==> config.mk <==
export PLATFORM = sky130hd
export DESIGN_NAME = dirty_interval_set_merger_core
export DESIGN_NICKNAME = d
export VERILOG_FILES = /design/src/design/dism_pkg.sv /design/src/design/dism_ram.sv /design/src/design/dirty_interval_set_merger_core.sv
export SDC_FILE = /design/constraint.sdc
export NUM_CORES = 2
export LEC_CHECK = 0
export BUFFER_PORTS_ARGS = -buffer_cell sky130_fd_sc_hd__buf_2
export CORE_MARGIN = 2
export CORE_UTILIZATION = 60
export DETAILED_ROUTE_END_ITERATION = 7
export PLACE_DENSITY = 0.77
export RECOVER_POWER = 100
export SLEW_MARGIN = 20
export SYNTH_ARGS = -nofsm -noshare
export SYNTH_HDL_FRONTEND = slang
export SYNTH_SLANG_ARGS = --single-unit
export TNS_END_PERCENT = 30
==> constraint.sdc <==
create_clock -name clk -period 11.8 [get_ports clk]
set_clock_uncertainty 0.05 [all_clocks]
set_input_delay 2.36 -clock clk [delete_from_list [all_inputs] [get_ports clk]]
set_output_delay 2.36 -clock clk [all_outputs]
set_load 0.05 [all_outputs]
==> src/design/dism_pkg.sv <==
// Shared types and result codes for the dirty interval set merger.
package dism_pkg;

    // Result status codes.
    typedef enum logic [1:0] {
        STATUS_OK    = 2'd0,
        STATUS_RANGE = 2'd1,
        STATUS_FULL  = 2'd2
    } status_t;

    // One stored interval: inclusive start, exclusive end.
    typedef struct packed {
        logic [31:0] hi;
        logic [31:0] lo;
    } interval_t;

endpackage

==> src/design/dism_ram.sv <==
// Interval table memory: one write port, one read port with registered read data.
module dism_ram #(
    parameter int DEPTH = 16
) (
    input  logic                                clk,
    input  logic                                we,
    input  logic [(DEPTH > 1 ? $clog2(DEPTH) : 1)-1:0] waddr,
    input  dism_pkg::interval_t                 wdata,
    input  logic                                re,
    input  logic [(DEPTH > 1 ? $clog2(DEPTH) : 1)-1:0] raddr,
    output dism_pkg::interval_t                 rdata
);
    import dism_pkg::*;

    interval_t mem [DEPTH];
    interval_t rdata_reg;

    always_ff @(posedge clk)
    begin
        if (we)
        begin
            mem[waddr] <= wdata;
        end
        if (re)
        begin
            rdata_reg <= mem[raddr];
        end
    end

    assign rdata = rdata_reg;

endmodule

==> src/design/dirty_interval_set_merger_core.sv <==
// Top level of the dirty interval set merger: table sequencer, valid bits and stream ports.
//
// Each accepted span is checked against the capacity register and then merged into a table
// of up to MAX_INTERVALS disjoint intervals held in a one-port-read, one-port-write memory.
// A mark that reaches the table is handled in steps: a sequential walk with one read per
// table entry, each entry evaluated as its read data returns, a write-back step, a finish
// step that hands the result to the output register, and a return to idle, where the next
// mark is accepted. A zero-length or out-of-range mark skips the walk and the write-back.
// The input is taken only between marks; the output register holds a finished result while
// the next mark is already accepted, and a mark whose result finds that register still full
// waits until the pending beat is taken.
// Capacity writes are always ready and should be issued only while the block is idle.
module dirty_interval_set_merger_core #(
    parameter int MAX_INTERVALS = 16,
    parameter int POS_BITS      = 32
) (
    input  logic        clk,
    input  logic        rst_n,
    // Capacity register write channel.
    input  logic        cfg_valid,
    output logic        cfg_ready,
    input  logic [31:0] cfg_data,
    // Mark stream. tdata fields, low bit up: span_start[31:0], span_length[31:0].
    input  logic        s_axis_tvalid,
    output logic        s_axis_tready,
    input  logic [63:0] s_axis_tdata,
    // Result stream. tdata fields, low bit up: status[1:0], is_clean[0],
    // interval_count[4:0], merged_start[31:0], merged_end[31:0].
    output logic        m_axis_tvalid,
    input  logic        m_axis_tready,
    output logic [71:0] m_axis_tdata
);
    import dism_pkg::*;

    localparam int IdxW = (MAX_INTERVALS > 1) ? $clog2(MAX_INTERVALS) : 1;
    localparam int CntW = $clog2(MAX_INTERVALS + 1);
    localparam logic [63:0] PosMask64 = (64'd1 << POS_BITS) - 64'd1;
    localparam logic [31:0] PosMask   = PosMask64[31:0];

    typedef enum logic [1:0] {
        ST_IDLE,
        ST_SCAN,
        ST_WRITE,
        ST_FINISH
    } state_t;

    state_t                   state_reg;
    logic [31:0]              capacity_reg;
    logic [MAX_INTERVALS-1:0] used_reg;
    logic [CntW-1:0]          count_reg;

    logic [31:0]              start_reg;
    logic [31:0]              end_reg;
    logic [31:0]              lo_acc_reg;
    logic [31:0]              hi_acc_reg;
    logic [MAX_INTERVALS-1:0] touch_reg;
    logic [CntW-1:0]          touch_cnt_reg;
    logic                     slot_found_reg;
    logic [IdxW-1:0]          slot_reg;
    logic [CntW-1:0]          rd_cnt_reg;
    logic                     eval_valid_reg;
    logic [IdxW-1:0]          eval_idx_reg;

    status_t                  res_status_reg;
    logic [31:0]              res_start_reg;
    logic [31:0]              res_end_reg;
    logic [CntW-1:0]          res_count_reg;

    logic                     out_valid_reg;
    status_t                  out_status_reg;
    logic                     out_clean_reg;
    logic [4:0]               out_count_reg;
    logic [31:0]              out_start_reg;
    logic [31:0]              out_end_reg;

    // Accept-side decode.
    logic [31:0] in_start;
    logic [31:0] in_length;
    logic [32:0] in_end;
    logic        in_accept;

    assign in_start  = s_axis_tdata[31:0] & PosMask;
    assign in_length = s_axis_tdata[63:32] & PosMask;
    assign in_end    = {1'b0, in_start} + {1'b0, in_length};
    assign in_accept = s_axis_tvalid && s_axis_tready;

    // Table memory ports.
    logic            ram_we;
    logic [IdxW-1:0] ram_waddr;
    interval_t       ram_wdata;
    logic            ram_re;
    logic [IdxW-1:0] ram_raddr;
    interval_t       ram_rdata;

    assign ram_re    = (state_reg == ST_SCAN) && (rd_cnt_reg < CntW'(MAX_INTERVALS));
    assign ram_raddr = rd_cnt_reg[IdxW-1:0];
    assign ram_we    = (state_reg == ST_WRITE) && slot_found_reg;
    assign ram_waddr = slot_reg;
    assign ram_wdata = '{hi: hi_acc_reg, lo: lo_acc_reg};

    dism_ram #(
        .DEPTH (MAX_INTERVALS)
    ) u_table (
        .clk   (clk),
        .we    (ram_we),
        .waddr (ram_waddr),
        .wdata (ram_wdata),
        .re    (ram_re),
        .raddr (ram_raddr),
        .rdata (ram_rdata)
    );

    // Evaluation of the entry whose read data has just returned. The overlap test uses the
    // original span, not the growing union.
    logic e_used;
    logic e_touch;
    logic e_take_slot;
    logic scan_last;

    assign e_used      = used_reg[eval_idx_reg];
    assign e_touch     = eval_valid_reg && e_used && (ram_rdata.hi >= start_reg)
                         && (ram_rdata.lo <= end_reg);
    assign e_take_slot = eval_valid_reg && (!e_used || e_touch) && !slot_found_reg;
    assign scan_last   = eval_valid_reg && (eval_idx_reg == IdxW'(MAX_INTERVALS - 1));

    // Table update after the merge.
    logic [MAX_INTERVALS-1:0] used_next;
    logic [CntW-1:0]          count_next;

    assign used_next  = (used_reg & ~touch_reg) | (MAX_INTERVALS'(1) << slot_reg);
    assign count_next = count_reg - touch_cnt_reg + CntW'(1);

    logic out_free;
    assign out_free = !out_valid_reg || m_axis_tready;

    always_ff @(posedge clk or negedge rst_n)
    begin
        if (!rst_n)
        begin
            state_reg      <= ST_IDLE;
            capacity_reg   <= '0;
            used_reg       <= '0;
            count_reg      <= '0;
            out_valid_reg  <= 1'b0;
            eval_valid_reg <= 1'b0;
            rd_cnt_reg     <= '0;
            slot_found_reg <= 1'b0;
        end
        else
        begin
            if (cfg_valid)
            begin
                capacity_reg <= cfg_data;
            end

            // A beat taken while the next result is loaded is replaced in the finish step.
            if (out_valid_reg && m_axis_tready && (state_reg != ST_FINISH))
            begin
                out_valid_reg <= 1'b0;
            end

            unique case (state_reg)
                ST_IDLE:
                begin
                    if (in_accept)
                    begin
                        start_reg      <= in_start;
                        end_reg        <= in_end[31:0];
                        lo_acc_reg     <= in_start;
                        hi_acc_reg     <= in_end[31:0];
                        touch_reg      <= '0;
                        touch_cnt_reg  <= '0;
                        slot_found_reg <= 1'b0;
                        rd_cnt_reg     <= '0;
                        eval_valid_reg <= 1'b0;
                        res_start_reg  <= '0;
                        res_end_reg    <= '0;
                        res_count_reg  <= count_reg;
                        priority if (in_length == '0)
                        begin
                            res_status_reg <= STATUS_OK;
                            state_reg      <= ST_FINISH;
                        end
                        else if (in_end > {1'b0, capacity_reg})
                        begin
                            res_status_reg <= STATUS_RANGE;
                            state_reg      <= ST_FINISH;
                        end
                        else
                        begin
                            state_reg <= ST_SCAN;
                        end
                    end
                end

                ST_SCAN:
                begin
                    if (ram_re)
                    begin
                        rd_cnt_reg <= rd_cnt_reg + CntW'(1);
                    end
                    eval_valid_reg <= ram_re;
                    eval_idx_reg   <= ram_raddr;
                    if (e_touch)
                    begin
                        touch_reg[eval_idx_reg] <= 1'b1;
                        touch_cnt_reg           <= touch_cnt_reg + CntW'(1);
                        if (ram_rdata.lo < lo_acc_reg)
                        begin
                            lo_acc_reg <= ram_rdata.lo;
                        end
                        if (ram_rdata.hi > hi_acc_reg)
                        begin
                            hi_acc_reg <= ram_rdata.hi;
                        end
                    end
                    if (e_take_slot)
                    begin
                        slot_found_reg <= 1'b1;
                        slot_reg       <= eval_idx_reg;
                    end
                    if (scan_last)
                    begin
                        state_reg <= ST_WRITE;
                    end
                end

                ST_WRITE:
                begin
                    // A touching entry always frees a slot, so no slot means no overlap.
                    if (slot_found_reg)
                    begin
                        used_reg       <= used_next;
                        count_reg      <= count_next;
                        res_status_reg <= STATUS_OK;
                        res_start_reg  <= lo_acc_reg;
                        res_end_reg    <= hi_acc_reg;
                        res_count_reg  <= count_next;
                    end
                    else
                    begin
                        res_status_reg <= STATUS_FULL;
                    end
                    state_reg <= ST_FINISH;
                end

                ST_FINISH:
                begin
                    if (out_free)
                    begin
                        out_valid_reg  <= 1'b1;
                        out_status_reg <= res_status_reg;
                        out_clean_reg  <= (res_count_reg == '0);
                        out_count_reg  <= 5'(res_count_reg);
                        out_start_reg  <= res_start_reg;
                        out_end_reg    <= res_end_reg;
                        state_reg      <= ST_IDLE;
                    end
                end

                default:
                begin
                    state_reg <= ST_IDLE;
                end
            endcase
        end
    end

    assign cfg_ready     = 1'b1;
    assign s_axis_tready = (state_reg == ST_IDLE);
    assign m_axis_tvalid = out_valid_reg;
    assign m_axis_tdata  = {out_end_reg, out_start_reg, out_count_reg, out_clean_reg,
                            out_status_reg};

`ifndef SYNTHESIS
    // The fill count always matches the valid bits.
    assert property (@(posedge clk) disable iff (!rst_n)
        $countones(used_reg) == 32'(count_reg))
        else $error("interval count does not match valid bits");

    // A write-back never lands on an entry that stays in use.
    assert property (@(posedge clk) disable iff (!rst_n)
        ram_we |-> (!used_reg[ram_waddr] || touch_reg[ram_waddr]))
        else $error("merged interval overwrites a live entry");

    // The entry just written is marked valid.
    assert property (@(posedge clk) disable iff (!rst_n)
        ram_we |=> used_reg[$past(ram_waddr)])
        else $error("written entry not marked valid");
`endif

endmodule

-- Word level (Yosys, flattened, before mapping)
Memories as Yosys holds them, arrays and structs flattened. A register that Yosys moved wholly into a read port is not among the register bits.
Cells that the tools add are included.
- word-level logic and storage cells: 143
- output and inout bits: 75
- RAM bits: 1024
- bits in registers: 363
- memories: 1
- memories (memory ; words ; bits a word ; read ports ; clocked after memory_dff ; write ports ; RTL line ; RTL):
    u_table.mem ; 16 ; 64 ; 1 ; 1 ; 1 ; dism_ram.sv:15 ; interval_t mem [DEPTH];
- shifts and indexed selects: 1
- equal/unequal tests: 15
- $lt $le $gt $ge: 8
- muxes and demuxes: 48
- reductions and logical operators: 36
- bitwise operators: 4
- add/subtract/negate cells: 5
- operator list (cell ; number):
    $mux 32 ; 9
    $pmux 32 s2 ; 4
    $add 32x32->33 ; 1
    $gt 33x32->1 ; 1
    $ge 32x32->1 ; 1
    $gt 32x32->1 ; 1
    $le 32x32->1 ; 1
    $logic_not 32->1 ; 1
    $lt 32x32->1 ; 1
    $mux 16 ; 2
    $or 16x16->16 ; 2
    $pmux 16 s2 ; 1
    $pmux 5 s2 ; 3
    $mux 5 ; 5
    $mux 2 ; 9
    $reduce_and 3->1 ; 6
    $and 16x16->16 ; 1
    $not 16->16 ; 1
    $shl 1x4->16 const A ; 1
    $add 5x1->5 const B ; 3
    $ne 2x2->1 const B ; 7
    $logic_and 1x1->1 ; 12
    $reduce_and 4->1 ; 3
    $reduce_and 5->1 ; 2
    21 further kinds ; 39

-- Logic depth before layout (Yosys ltp)
- depth in word-level cells: 10
- mapped depth: 20

-- By module
A second synthesis with hierarchy kept.
- cell total of the unflattened synthesis: 3345
- area, all modules: 59463.3 sq um
- modules (own cells, without submodules) (module ; times used ; area each (sq um) ; cells each ; seq. area each (sq um)):
    dism_ram ; 1 ; 40222.3 ; 1647 ; 32671.3
    dirty_interval_set_merger_core ; 1 ; 19241.0 ; 1698 ; 10585.2

-- Worst setup path after synthesis
Ideal clock, no wire load.
- kind: in2reg
- start: input s_axis_tvalid
- end: register res_count_reg[0] (enable)
- buffers on the path: 0
- arrival time: 7.306 ns
- stages: 3
- library setup time: 0.581 ns
- slack: 3.863 ns
- cells stage by stage: nand2b_1 -> nand2_1 -> nor3_1
- word-level cells in the longest chain between the ends: 3
- RTL lines (element ; RTL line ; RTL):
    start, declared ; dirty_interval_set_merger_core.sv:24 ; input logic s_axis_tvalid,
    $logic_and 1x1->1 ; dirty_interval_set_merger_core.sv:85 ; assign in_accept = s_axis_tvalid && s_axis_tready;
    $ne 2x1->1 (no line) ; - ;
    $reduce_and 4->1 (no line) ; - ;
    end signal, assigned ; dirty_interval_set_merger_core.sv:178 ; res_count_reg <= count_reg;
    end signal, assigned ; dirty_interval_set_merger_core.sv:238 ; res_count_reg <= count_next;
    end, declared ; dirty_interval_set_merger_core.sv:67 ; logic [CntW-1:0] res_count_reg;
Every way passes these cells.
A chain may end at the register's enable or synchronous reset.

-- Worst setup path in the final report
- start: register state_reg[1]
- end: register u_table.rdata[19] (netlist name)
- word-level cells in the longest chain between the ends: 2
- RTL lines (element ; RTL line ; RTL):
    start, declared ; dirty_interval_set_merger_core.sv:47 ; state_t state_reg;
    start signal, assigned ; dirty_interval_set_merger_core.sv:140 ; state_reg <= ST_IDLE;
    start signal, assigned ; dirty_interval_set_merger_core.sv:182 ; state_reg <= ST_FINISH;
    start signal, assigned ; dirty_interval_set_merger_core.sv:187 ; state_reg <= ST_FINISH;
    $eq 2x1->1 ; dirty_interval_set_merger_core.sv:95 ; assign ram_re = (state_reg == ST_SCAN) && (rd_cnt_reg < CntW'(MAX_INTERVALS));
    $logic_and 1x1->1 ; dirty_interval_set_merger_core.sv:95 ;
    via ram_re ; dirty_interval_set_merger_core.sv:91 ; logic ram_re;
The timed path passes the listed nets, and every way through them passes these cells.

==> results_dict.tcl <==
set metrics [dict create \
    postCtsSetupBuffers 0 \
    p_per_area_nw_per_um2 220 \
    synth-async-reset-ratio_pct 4.34 \
    first_iter_violations 4513 \
    syn_area_per_cell_um2 18.8 \
    drive_above_1_share_pct 18.3 \
    die_height_um 318 \
    rsz0062_at_grt "no" \
    clk-insertion-delay-late_ns 0.76 \
    p_leak_nw 22.5 \
    hp-class "reg -> reg" \
    reg2reg_slack_ns 2.65 \
    r2r-start "state_reg[1]$_DFFE_PN0P_" \
    firstDrtPassIters 6 \
    synth.most_common_cell "edfxtp_1" \
    grt_start_max_net_pins 107 \
    synth_common_cells "1,388 x edfxtp_1, 325 x mux4_2, 204 x ha_1, 193 x inv_1, 169 x nor2_1" \
    start_util_pct 60.4 \
    core_area_um2 98100 \
    synth_edf_count 1388 \
    nFillCells 6293 \
    violations "capacitance limit, slew limit" \
    cts_root_buf "clkbuf_16" \
    yosysTopAreaCellShare_pct 70.3 \
    relSlewSlack_pct -183 \
    fin_crit_ns 9.15 \
    synth_area_leaders "edfxtp_1 70%, mux4_2 12%, ha_1 4.3%" \
    finalPower_mw 14.6 \
    largest_register_ff_count 1024 \
    cts.clk_slew.worst_paths_ns 0.06 \
    io_buffers 174 \
    h-tree-depth 4 \
    synth_top_area_cell "edfxtp_1" \
    fmax_mhz 109 \
    grt_pass1_vias 32700 \
    wl_per_cell_um 33.4 \
    finalSetupTns_ns 0 \
    synth.distinct_cells 66 \
    numCtsBuffers 143 \
    placedCellCount 4559 \
    yosysWarnings 0 \
    ir_drop_mv 0.143 \
    ys_ff_latch 1451 \
    die-area_um2 101000 \
    ys_seq_area_share_pct 72.9 \
    cap_violations 54 \
    crit_start "state_reg[1]$_DFFE_PN0P_" \
    grt_pass1_wl_um 231000 \
    nNetsFinal 3727 \
    grt_overflow_total 0 \
    cp-end-kind "flip-flop" \
    viasPerCell 6.75 \
    cts.path.max_buffers 3 \
    setup_viol 0 \
    synth_fp_nets 3464 \
    clock_sinks 1451 \
    vias 32600 \
    cts.hold.buffers_added 0 \
    r2r-end "u_table.rdata[19]$_DFFE_PP_" \
    ant_nets 0 \
    worst_pin_slew_ns 4.25 \
    whs_ns 0.347 \
    gp_congestion 0.945 \
    dp_hpwl_um 98400 \
    cts_resized 0 \
    status "finished with violations" \
    drc 0 \
    cts_tree "built" \
    instances_no_fill 4832 \
    hp-start "res_start_reg[28]$_SDFFCE_PN0P_" \
    hold_viol 0 \
    worst_ep_arrival_time_ns 9.36 \
    path_max_fanout 40 \
    hold_end "out_start_reg[28]$_DFFE_PP_" \
    syn2layout_area_growth_pct 11.7 \
    dieWidth_um 318 \
    synth_ff_type "edfxtp_1" \
    worstSetupPathType "reg -> reg" \
    worstPathRequired_ns 12.01 \
    period_share_pct 77.6 \
    rr_worst_depth 7 \
    rows 115 \
    syn_inst 3157 \
    slew_viol_final 1876 \
    boundaryPins 176 \
    netlist_area_um2 59300 \
    hold-path-cell-count 0 \
    start_kind "flip-flop" \
    drt-total-wl_um 161000 \
    grt_antenna_before_repair 21 \
    groute.usage.overall_pct 32.3 \
]
## area by class of cell
cell class | count | area, µm² | area share (%)
clock buffers | 171 | 3780 | 5.70
well taps | 1287 | 1610 | 2.43
clock inverters | 92 | 950 | 1.43
flip-flops and latches | 1451 | 43300 | 65.3
diodes | 7 | 17.5 | 0.0264
repair buffers | 235 | 1010 | 1.53
inverters | 194 | 728 | 1.10
multi-input cells | 1395 | 14900 | 22.5
## routing by layer
metal / up-vias / track usage [%] / part of all wire, %
met5: - / 0 / 0.083
met4: 20 / 12.2 / 4.0
met3: 401 / 8.53 / 13
li1: 13100 / - / -
met2: 2291 / 49.2 / 46
met1: 16800 / 45.7 / 37
## cells by family after synthesis
kind of cell | Yosys count | synth area share, %
XOR/XNOR | 32 | 0.472
buffers and inverters | 311 | 2.00
AO/OA/AOI/OAI | 315 | 3.33
AND/OR/NAND/NOR | 464 | 3.58
other | 1 | 0.00632
multiplexers | 377 | 13.3
adder cells (fa/ha/maj) | 206 | 4.37
flip-flops | 1451 | 72.9
## cells in the final DEF, fill, tap and decap left out, types with 5 or more instances in the layout
master and count:
inv_1 194, nor2b_1 6, nand3_1 21, xnor2_1 24, nor4_1 12, clkinv_1 32
o211ai_1 7, o21a_1 14, o31ai_1 6, buf_2 65, bufinv_16 16, buf_4 7
and2_0 8, mux2_2 27, xor2_1 8, nand2b_1 15, mux2_1 25, nor3_1 31
and3_1 6, mux4_2 325, o22ai_1 5, o21ai_0 90, ha_1 204, diode_2 7
clkbuf_1 183, nand2_1 135, dfrtp_1 62, a31oi_1 6, edfxtp_1 1388, a21o_1 59
clkinv_2 29, nor2_1 165, a21oi_1 80, nand4_1 32, a211oi_1 12, clkbuf_16 146
and4_1 7
## worst max path at each step
stage,slack (ns),cells past startpoint,end
finish,2.65,7,u_table.rdata[19]$_DFFE_PP_
global route,2.63,7,u_table.rdata[62]$_DFFE_PP_
CTS,5.75,21,res_status_reg[1]$_SDFFCE_PN0P_
detailed placement,4.97,21,res_status_reg[0]$_SDFFCE_PP0P_
global placement,5.01,21,res_status_reg[0]$_SDFFCE_PP0P_
floorplan,3.86,3,res_count_reg[0]$_DFFE_PP_
## per-stage QoR
stage	util [%]	instance area, µm²	setup WS [ns]
after detailed placement	63.2	62000	4.97
after global routing	67.5	66200	2.63
after floorplan	-	59300	3.86
after CTS	68.0	66700	5.75
after global placement	63.2	62000	5.01
final	67.5	66300	2.65
## where the power goes
group	total [mW]	leakage (nW)	switching (mW)	internal, mW
Sequential	6.86	13.4	0.529	6.33
Combinational	3.11	6.84	1.76	1.35
Clock	4.60	2.33	1.95	2.65
## critical path, cell delays in order, from the launching register on
cell	delay [ns]
dfrtp_1	0.43
inv_1	0.11
ha_1	0.79
inv_1	0.63
clkbuf_1	0.95
nor2_1	1.63
clkbuf_1	1.19
clkbuf_1	2.82
No activity file was read; power rests on OpenSTA's default activity.
